## config.mk

```make
export PLATFORM = sky130hd
export DESIGN_NAME = min_tracking_stack
export DESIGN_NICKNAME = d
export VERILOG_FILES = /design/src/rtl/mts_pkg.sv /design/src/rtl/min_tracking_stack.sv
export SDC_FILE = /design/constraint.sdc
export NUM_CORES = 2
export LEC_CHECK = 0
export BUFFER_PORTS_ARGS = -buffer_cell sky130_fd_sc_hd__buf_2
export CORE_UTILIZATION = 44
export CTS_CLUSTER_DIAMETER = 120
export DETAILED_ROUTE_END_ITERATION = 6
export GPL_TIMING_DRIVEN = 0
export PLACE_DENSITY = 0.58
export SLEW_MARGIN = 0
export SYNTH_ARGS = -nofsm -noshare
export SYNTH_HDL_FRONTEND = slang
export SYNTH_SLANG_ARGS = --single-unit
```

## constraint.sdc

```tcl
create_clock -name clk -period 7.8 [get_ports clk]
set_input_delay 0.39 -clock clk [delete_from_list [all_inputs] [get_ports clk]]
set_output_delay 0.39 -clock clk [all_outputs]
set_load 0.005 [all_outputs]
```

## src/rtl/mts_pkg.sv

```systemverilog
package mts_pkg;

    localparam int SLOTS  = 64;
    localparam int ADDR_W = $clog2(SLOTS);
    localparam int SP_W   = ADDR_W + 1;

    typedef logic signed [31:0] data_t;
    typedef logic [ADDR_W-1:0]  addr_t;
    typedef logic [SP_W-1:0]    sp_t;

    localparam data_t MIN_EMPTY = 32'sh7FFF_FFFF;

    typedef enum logic [0:0] {
        REQ_PUSH = 1'b0,
        REQ_POP  = 1'b1
    } req_t;

    typedef enum logic [1:0] {
        STATUS_OK        = 2'd0,
        STATUS_OVERFLOW  = 2'd1,
        STATUS_UNDERFLOW = 2'd2
    } status_t;

    typedef enum logic [2:0] {
        ST_IDLE,
        ST_WR2,
        ST_MIN,
        ST_TOP,
        ST_EMIT
    } state_t;

endpackage

```

## src/rtl/min_tracking_stack.sv

```systemverilog
// channel  | direction | handshake           | payload
// ---------+-----------+---------------------+----------------------------------------
// in       | input     | in_valid / in_stall | req_type, push_value
// out      | output    | out_valid/out_stall | top_value, min_value, is_empty, status
//
// one item at a time: a single-slot push, a rejected item or a plain pop that
// empties the stack goes from IDLE to EMIT; a two-slot push goes through WR2, any
// other plain pop through TOP, and a pop that restores the minimum through MIN and,
// unless it empties the stack, TOP. the single-port stack ram sets these steps (one
// write or one read per cycle, registered read) and EMIT loads the result register.
// reset clears pointer, minimum and control; ram contents stay undefined.
// a result still stalled at the output holds the next item in its result state.
module min_tracking_stack (
    input  logic              clk,
    input  logic              rst_n,
    input  logic              in_valid,
    output logic              in_stall,
    input  logic              req_type,
    input  mts_pkg::data_t    push_value,
    output logic              out_valid,
    input  logic              out_stall,
    output mts_pkg::data_t    top_value,
    output mts_pkg::data_t    min_value,
    output logic              is_empty,
    output logic [1:0]        status
);
    import mts_pkg::*;

    state_t  state_reg, state_next;
    sp_t     sp_reg, sp_next;
    data_t   min_reg, min_next;
    data_t   top_reg, top_next;
    status_t status_reg, status_next;

    logic    out_valid_reg, out_valid_next;
    data_t   out_top_reg, out_top_next;
    data_t   out_min_reg, out_min_next;
    logic    out_empty_reg, out_empty_next;
    status_t out_status_reg, out_status_next;

    data_t   mem [SLOTS];
    logic    wr_en;
    addr_t   wr_addr;
    data_t   wr_data;
    logic    rd_en;
    addr_t   rd_addr;
    data_t   rdata_reg;

    logic    accept;
    logic    is_pop;
    logic    need2;
    logic    overflow;
    logic    min_pop;
    logic    out_free;
    logic [SP_W:0] need_sum;
    sp_t     sp_m1;
    sp_t     sp_m2;

    assign accept   = in_valid && !in_stall;
    assign in_stall = (state_reg != ST_IDLE);
    assign is_pop   = (req_t'(req_type) == REQ_POP);
    assign need2    = (push_value <= min_reg);
    assign need_sum = {1'b0, sp_reg} + (need2 ? (SP_W+1)'(2) : (SP_W+1)'(1));
    assign overflow = (need_sum > (SP_W+1)'(SLOTS));
    // saved minimum sits right below an entry equal to the minimum
    assign min_pop  = (top_reg == min_reg) && (sp_reg >= SP_W'(2));
    assign sp_m1    = sp_reg - SP_W'(1);
    assign sp_m2    = sp_reg - SP_W'(2);
    assign out_free = !out_valid_reg || !out_stall;

    // next state
    always_comb
    begin
        state_next = state_reg;
        unique case (state_reg)
            ST_IDLE:
            begin
                if (accept)
                begin
                    if (!is_pop)
                        state_next = (!overflow && need2) ? ST_WR2 : ST_EMIT;
                    else if (sp_reg == '0)
                        state_next = ST_EMIT;
                    else if (min_pop)
                        state_next = ST_MIN;
                    else
                        state_next = (sp_m1 == '0) ? ST_EMIT : ST_TOP;
                end
            end
            ST_WR2: state_next = ST_EMIT;
            ST_MIN: state_next = (sp_reg == '0) ? ST_EMIT : ST_TOP;
            ST_TOP: state_next = ST_EMIT;
            ST_EMIT:
            begin
                if (out_free)
                    state_next = ST_IDLE;
            end
            default: state_next = ST_IDLE;
        endcase
    end

    // datapath and ram control
    always_comb
    begin
        sp_next         = sp_reg;
        min_next        = min_reg;
        top_next        = top_reg;
        status_next     = status_reg;
        wr_en           = 1'b0;
        wr_addr         = sp_reg[ADDR_W-1:0];
        wr_data         = top_reg;
        rd_en           = 1'b0;
        rd_addr         = sp_m2[ADDR_W-1:0];
        out_valid_next  = out_valid_reg && out_stall;
        out_top_next    = out_top_reg;
        out_min_next    = out_min_reg;
        out_empty_next  = out_empty_reg;
        out_status_next = out_status_reg;
        unique case (state_reg)
            ST_IDLE:
            begin
                if (accept)
                begin
                    status_next = STATUS_OK;
                    if (!is_pop)
                    begin
                        if (overflow)
                            status_next = STATUS_OVERFLOW;
                        else
                        begin
                            // a value at or below the minimum pushes the old minimum first
                            wr_en    = 1'b1;
                            wr_data  = need2 ? min_reg : push_value;
                            sp_next  = sp_reg + SP_W'(1);
                            top_next = push_value;
                            if (need2)
                                min_next = push_value;
                        end
                    end
                    else if (sp_reg == '0)
                        status_next = STATUS_UNDERFLOW;
                    else if (min_pop)
                    begin
                        rd_en   = 1'b1;
                        sp_next = sp_m2;
                    end
                    else
                    begin
                        sp_next = sp_m1;
                        if (sp_m1 == '0)
                            top_next = '0;
                        else
                            rd_en = 1'b1;
                    end
                end
            end
            ST_WR2:
            begin
                wr_en   = 1'b1;
                sp_next = sp_reg + SP_W'(1);
            end
            ST_MIN:
            begin
                min_next = rdata_reg;
                if (sp_reg == '0)
                    top_next = '0;
                else
                begin
                    rd_en   = 1'b1;
                    rd_addr = sp_m1[ADDR_W-1:0];
                end
            end
            ST_TOP:
            begin
                top_next = rdata_reg;
            end
            ST_EMIT:
            begin
                if (out_free)
                begin
                    out_valid_next  = 1'b1;
                    out_top_next    = top_reg;
                    out_min_next    = min_reg;
                    out_empty_next  = (sp_reg == '0);
                    out_status_next = status_reg;
                end
            end
            default: ;
        endcase
    end

    always_ff @(posedge clk or negedge rst_n)
    begin
        if (!rst_n)
        begin
            state_reg     <= ST_IDLE;
            sp_reg        <= '0;
            min_reg       <= MIN_EMPTY;
            top_reg       <= '0;
            status_reg    <= STATUS_OK;
            out_valid_reg <= 1'b0;
        end
        else
        begin
            state_reg     <= state_next;
            sp_reg        <= sp_next;
            min_reg       <= min_next;
            top_reg       <= top_next;
            status_reg    <= status_next;
            out_valid_reg <= out_valid_next;
        end
    end

    always_ff @(posedge clk)
    begin
        out_top_reg    <= out_top_next;
        out_min_reg    <= out_min_next;
        out_empty_reg  <= out_empty_next;
        out_status_reg <= out_status_next;
    end

    // one item in flight and the top cached in top_reg, so reads never meet writes
    always_ff @(posedge clk)
    begin
        if (wr_en)
            mem[wr_addr] <= wr_data;
        if (rd_en)
            rdata_reg <= mem[rd_addr];
    end

    assign out_valid = out_valid_reg;
    assign top_value = out_top_reg;
    assign min_value = out_min_reg;
    assign is_empty  = out_empty_reg;
    assign status    = out_status_reg;

    a_sp_range: assert property (@(posedge clk) disable iff (!rst_n)
        sp_reg <= SP_W'(SLOTS))
        else $error("stack pointer beyond capacity");

    a_empty_beat: assert property (@(posedge clk) disable iff (!rst_n)
        out_valid && is_empty |-> (top_value == '0) && (min_value == MIN_EMPTY))
        else $error("empty beat with stale top or minimum");

    a_busy_after_accept: assert property (@(posedge clk) disable iff (!rst_n)
        accept |=> (state_reg != ST_IDLE))
        else $error("accepted item did not start work");

endmodule
```

* Yosys cells after proc, flatten, opt, wreduce, memory -nomap -nowiden
Memories as Yosys holds them, arrays and structs flattened. A register that Yosys moved wholly into a read port is not among the register bits. Cells that the tools add are included.
Storage, ports and cells: bits in registers 144, RAM bits 2048, output and inout bits 69, logic and storage cells 110, memories kept 1
Memories:
- mem | words 64, bits a word 32, rd ports 1, clocked after memory_dff 1, write ports 1, line min_tracking_stack.sv:41 | data_t mem [SLOTS];
Operators by class: $add $sub $neg 4, $lt $le $gt $ge 3, equality and inequality tests 15, muxes and demuxes 54, reductions and logical operators 23
Operator list (count):
- $mux 32 | 16
- $pmux 32 s3 | 1
- $pmux 32 s2 | 1
- $mux 7 | 5
- $eq 32x32->1 | 1
- $le 32x32->1 | 1
- $mux 3 | 8
- $logic_not 7->1 | 2
- $mux 1 | 14
- $pmux 7 s2 | 1
- $mux 6 | 2
- $ne 2x2->1 const B | 6
- $ne 3x3->1 const B | 4
- $pmux 3 s4 | 1
- $add 7x2->8 | 1
- $gt 8x7->1 const B | 1
- $add 7x1->7 const B | 1
- $ge 7x2->1 const B | 1
- $reduce_and 7->1 | 1
- $sub 7x1->7 const B | 1
- $sub 7x2->7 const B | 1
- $eq 3x2->1 const B | 2
- $mux 2 | 3
- $reduce_and 2->1 | 3
- other kinds (12) | 21

* Logic depth before layout (Yosys ltp)
word-level depth 10, mapped depth 21

* Worst setup path before layout
No wires, ideal clock.
kind reg-to-reg, from register min_reg[13], to memory mem[33][0] (netlist name), enable pin, arrival time 7227 ps, data required time 7299 ps, setup slack 72 ps, cell stages (with the launch flop) 20, path buffers 2, clock period less this slack 7728 ps, cells stage by stage dfstp_2 inv_1 ha_1 a211oi_1 nor2_1 or3_1 nor4_1 o221ai_1 and2_1 buf_2 buf_1 ha_1 fa_1 nor3_1 a31oi_1 o21a_1 nor4_1 nand2b_1 nand2_1 nor4_1
On the way: longest elaborated chain between the ends 10
RTL lines:
- start, declared | line min_tracking_stack.sv:31 | data_t min_reg, min_next;
- start signal, assigned | line min_tracking_stack.sv:207 | min_reg <= min_next;
- $le 32x32->1 | line min_tracking_stack.sv:62 | assign need2 = (push_value <= min_reg);
- $mux 2 | line min_tracking_stack.sv:63 | assign need_sum = {1'b0, sp_reg} + (need2 ? (SP_W+1)'(2) : (SP_W+1)'(1));
- $add 7x2->8 | line min_tracking_stack.sv:63
- $gt 8x7->1 | line min_tracking_stack.sv:64 | assign overflow = (need_sum > (SP_W+1)'(SLOTS));
- $mux 1 | line min_tracking_stack.sv:127 | if (overflow)
- $mux 1 | line min_tracking_stack.sv:125 | if (!is_pop)
- $mux 1 | line min_tracking_stack.sv:122 | if (accept)
- $pmux 1 s2 | line min_tracking_stack.sv:119 | unique case (state_reg)
- $mux 1 | line min_tracking_stack.sv:225 | if (wr_en)
- $mux 1 (implied by the code) | line min_tracking_stack.sv:226 | mem[wr_addr] <= wr_data;
- end, declared | line min_tracking_stack.sv:41
No other way between the ends.

* Final worst setup path
from register min_reg[10], to memory mem[33][13] (netlist name), enable pin
Same word-level chain as after synthesis.

==> key figures <==
Timing
  – Tightest Pin Transition: 1.40 ns
  – RSZ-0062 raised after global routing: false
  – Final critical-path required period: 7.20 ns
  – Clk_skew: 0.0526 ns
  – Final setup viols: 0
  – Max_slew headroom: 0.0642
  – Final period util: 0.923
  – Final Hold Viols: 0
  – Slew Viols, Final: 0
  – Fmax: about 140 MHz

Detailed routing
  – Total Wirelength: 302,000 um
  – Drt wl/cell: 29.3 um
  – Routed Antenna Nets: 0
  – Iteration count of the initial detailed-routing pass: 5
  – Detailed Route Iter0 Violations: 8,029
  – # DRC: 0
  – Drt via density: 5.91
  – Detailed-route via count: 61,000

Global routing
  – Gr busiest metal: met2
  – Met1 Use GR: 0.415
  – Met2 GRT Util: 0.437
  – GRT Overall Usage: 0.289
  – Initial antenna violation count: 33
  – GRT overflow: 0
  – Largest net degree at the start of global routing: 58
  – Vias in the first global route: 56,700
  – Met3 global-route usage: 0.0517
  – First-pass GRT wire length: 421,000 um

Cells and area
  – Net count, final: 7,515
  – Max reg flops: 2,048
  – Area Growth Syn to Fin: 17.1%
  – Commonest non-fill, non-tap cells in the layout: 2,147 x edfxtp_1, 2,056 x nand2_1, 740 x nand3_1, 393 x clkbuf_1, 226 x clkbuf_16
  – Fin area: 105,000 um^2
  – Commonest non-fill, non-tap cell in the layout: edfxtp_1
  – Share of cells above drive strength 1: 0.109
  – Reg with most FFs: mem

Critical path
  – Crit-path cells: inv_1, ha_1, nand4_1, nor3_1, a21boi_0, nor4_1, o221ai_1, and2_1, buf_2, ha_1, fa_1, nor2_1, a21oi_1, o21a_1, nor4_2, nand2b_1, nand2_1, nor4_4, buf_4, buf_4, buf_4, buf_4
  – CP Launch Type: register
  – Most frequent CP cell: buf_4
  – Critical path's top delay family: simple AND/OR/NAND/NOR gates
  – Crit end category: register
  – Worst Path Required: around 8.4 ns
  – Worst Path Max Fanout: 18
  – CP max stage delay: approximately 0.66 ns
  – CP arrival: between 7 and 8 ns
  – CP Buf/Inv Count: 6
  – Slowest stage cell, crit path: dfstp_2
  – Crit path kind: register to register

Logic synthesis
  – Synth area leader: edfxtp_1
  – Mapped Nets: between 6,000 and 7,000
  – Async SR Flop Fraction: 0.0346
  – Mean Syn Cell Area: roughly 13 um^2
  – Unique masters post-synth: 66
  – Top cell type's share of synthesized area: 0.719
  – Cell count after synthesis: a little under 7,000
  – Post-synth EDFFs: around 2,100
  – Synthesized area: around 90,000 um^2
  – Sequential area share after synthesis: 0.741
  – Ys flop type: edfxtp_1
  – FF+latch count, synth: 2,224
  – Ys Warns: 0
  – Largest cells by area after synthesis: edfxtp_1 72%, nand2_1 8.6%, nand3_1 4.1%

Die
  – Die height: 453 um
  – Starting Density: 0.443
  – Core Rows: 165
  – DIE WIDTH: 453 um
  – Core Area: 202,000 um^2
  – Die area: 206,000 um^2
  – Top Ports: 106

Clock network
  – TritonCTS clock tree: done
  – Worst-case clock buffer depth: 3
  – Num CTS Buffers: 223
  – Clk sink count: around 2,200
  – Clock latency on the worst-skew pair: 0.89 ns
  – Clock slew at reported path FFs: 0.06 ns
  – CTS root buf: clkbuf_16
  – H-tree depth: 4

Min path
  – Worst Hold Class: input pin to async pin

Flow run
  – Max-Cap Viols: 0

Outcome
  – Status: completed

Placed design
  – Placed cell area: about 100,000 um^2
  – Port buffer count: 105
  – Final HPWL DP: 218,000 um
  – Placer congestion estimate: 0.978
routing by layer:
layer,vias up,share of wire,wire [um]
met5,-,0.00026,78
met4,10,0.044,13300
met3,415,0.094,28300
met2,2978,0.44,134000
met1,30900,0.42,126000
li1,26700,-,-
through the flow:
stage | setup WS [ns] | instances | TNS (ns) | utilization | hold slack (ns)
6_report | 0.604 | 10300 | 0 | 0.519 | 0.178
5_1_grt | 0.343 | 10300 | 0 | 0.519 | 0.176
4_1_cts | 0.0263 | 10300 | 0 | 0.518 | 0.110
3_5_place_dp | -0.0344 | 9826 | -0.770 | 0.480 | 0.310
3_3_place_gp | -5.82 | 9684 | - | 0.462 | 0.443
2_1_floorplan | 0.0716 | 6907 | 0 | - | 0.0944
worst register-to-register path, cell delays in order (launching register included):
cell      delay, ns
dfstp_2        0.66
inv_1          0.11
ha_1           0.30
nand4_1        0.12
nor3_1         0.37
a21boi_0       0.28
nor4_1         0.12
o221ai_1       0.56
and2_1         0.22
buf_2          0.37
ha_1           0.28
fa_1           0.45
nor2_1         0.12
a21oi_1        0.07
o21a_1         0.25
nor4_2         0.40
nand2b_1       0.39
nand2_1        0.36
nor4_4         0.50
buf_4          0.29
buf_4          0.21
buf_4          0.21
buf_4          0.21
cells in the mapped netlist, drive strengths merged (7+ instances only):
master / n
nor2: 127
dfstp: 31
a21boi: 9
a311oi: 186
clkbuf: 332
o21ai: 50
nor3: 19
a221o: 32
a31oi: 194
buf: 141
nor4: 13
and2: 40
nand2: 2057
a22oi: 94
a211oi: 7
and4: 30
a32oi: 63
a2111oi: 9
o211ai: 9
a21oi: 125
mux2i: 19
nand4: 17
dfrtp: 46
xor2: 32
ha: 43
nor2b: 7
edfxtp: 2147
xnor2: 7
inv: 39
nand3: 740
and3: 190
path summary, 6_finish.rpt:
check	startpoint	to	slack, ns	depth (start not counted)
max	min_reg[10]	mem[33][13]	0.60	22
max reg2reg	min_reg[10]	mem[33][13]	0.60	22
min in group clk	req_type	status_reg[1]	0.18	4
max in group asynchronous	rst_n	top_reg[11]	6.56	3
min	rst_n	min_reg[12]	0.18	2
min reg2reg	status_reg[0]	status[0]	0.45	0
logic make-up (layout without fill, tap and decap cells):
family / after synthesis / count (layout) / synth area share
and+or+nand+nor: 3258 / 3258 / 0.157
DFF: 2224 / 2224 / 0.741
AOI/OAI and AO/OA: 807 / 808 / 0.0651
buffers and inverters: 512 / 1226 / 0.0238
adders and majority gates: 44 / 44 / 0.00622
xor gates and xnor gates: 39 / 39 / 0.00381
muxes: 23 / 23 / 0.00313
other: 0 / 18 / 0
area by class of cell:
type / instances / area, um^2
inverters: 39 / 146
plain buffers: 472 / 1980
flip-flops and latches: 2224 / 66400
repair buffers: 302 / 3940
multi-input cells: 4172 / 22000
clock buffers: 293 / 5970
well taps: 2672 / 3340
clock inverters: 120 / 1220
fillers: 17100 / 97300
diodes: 18 / 45.0
repair_timing:
item                                    4_1_cts  5_1_grt
resized for setup                             3        3
cloned                                        0        1
hold buffers                                 36        0
setup buffers                                 4       15
pin swaps                                     1        2
endpoints found under the setup margin      261     1910
hold endpoints to repair                    141        0
Power is left out: the tool's default activity adds up to more than one toggle a clock period on the data nets, which glitch-free logic cannot reach.
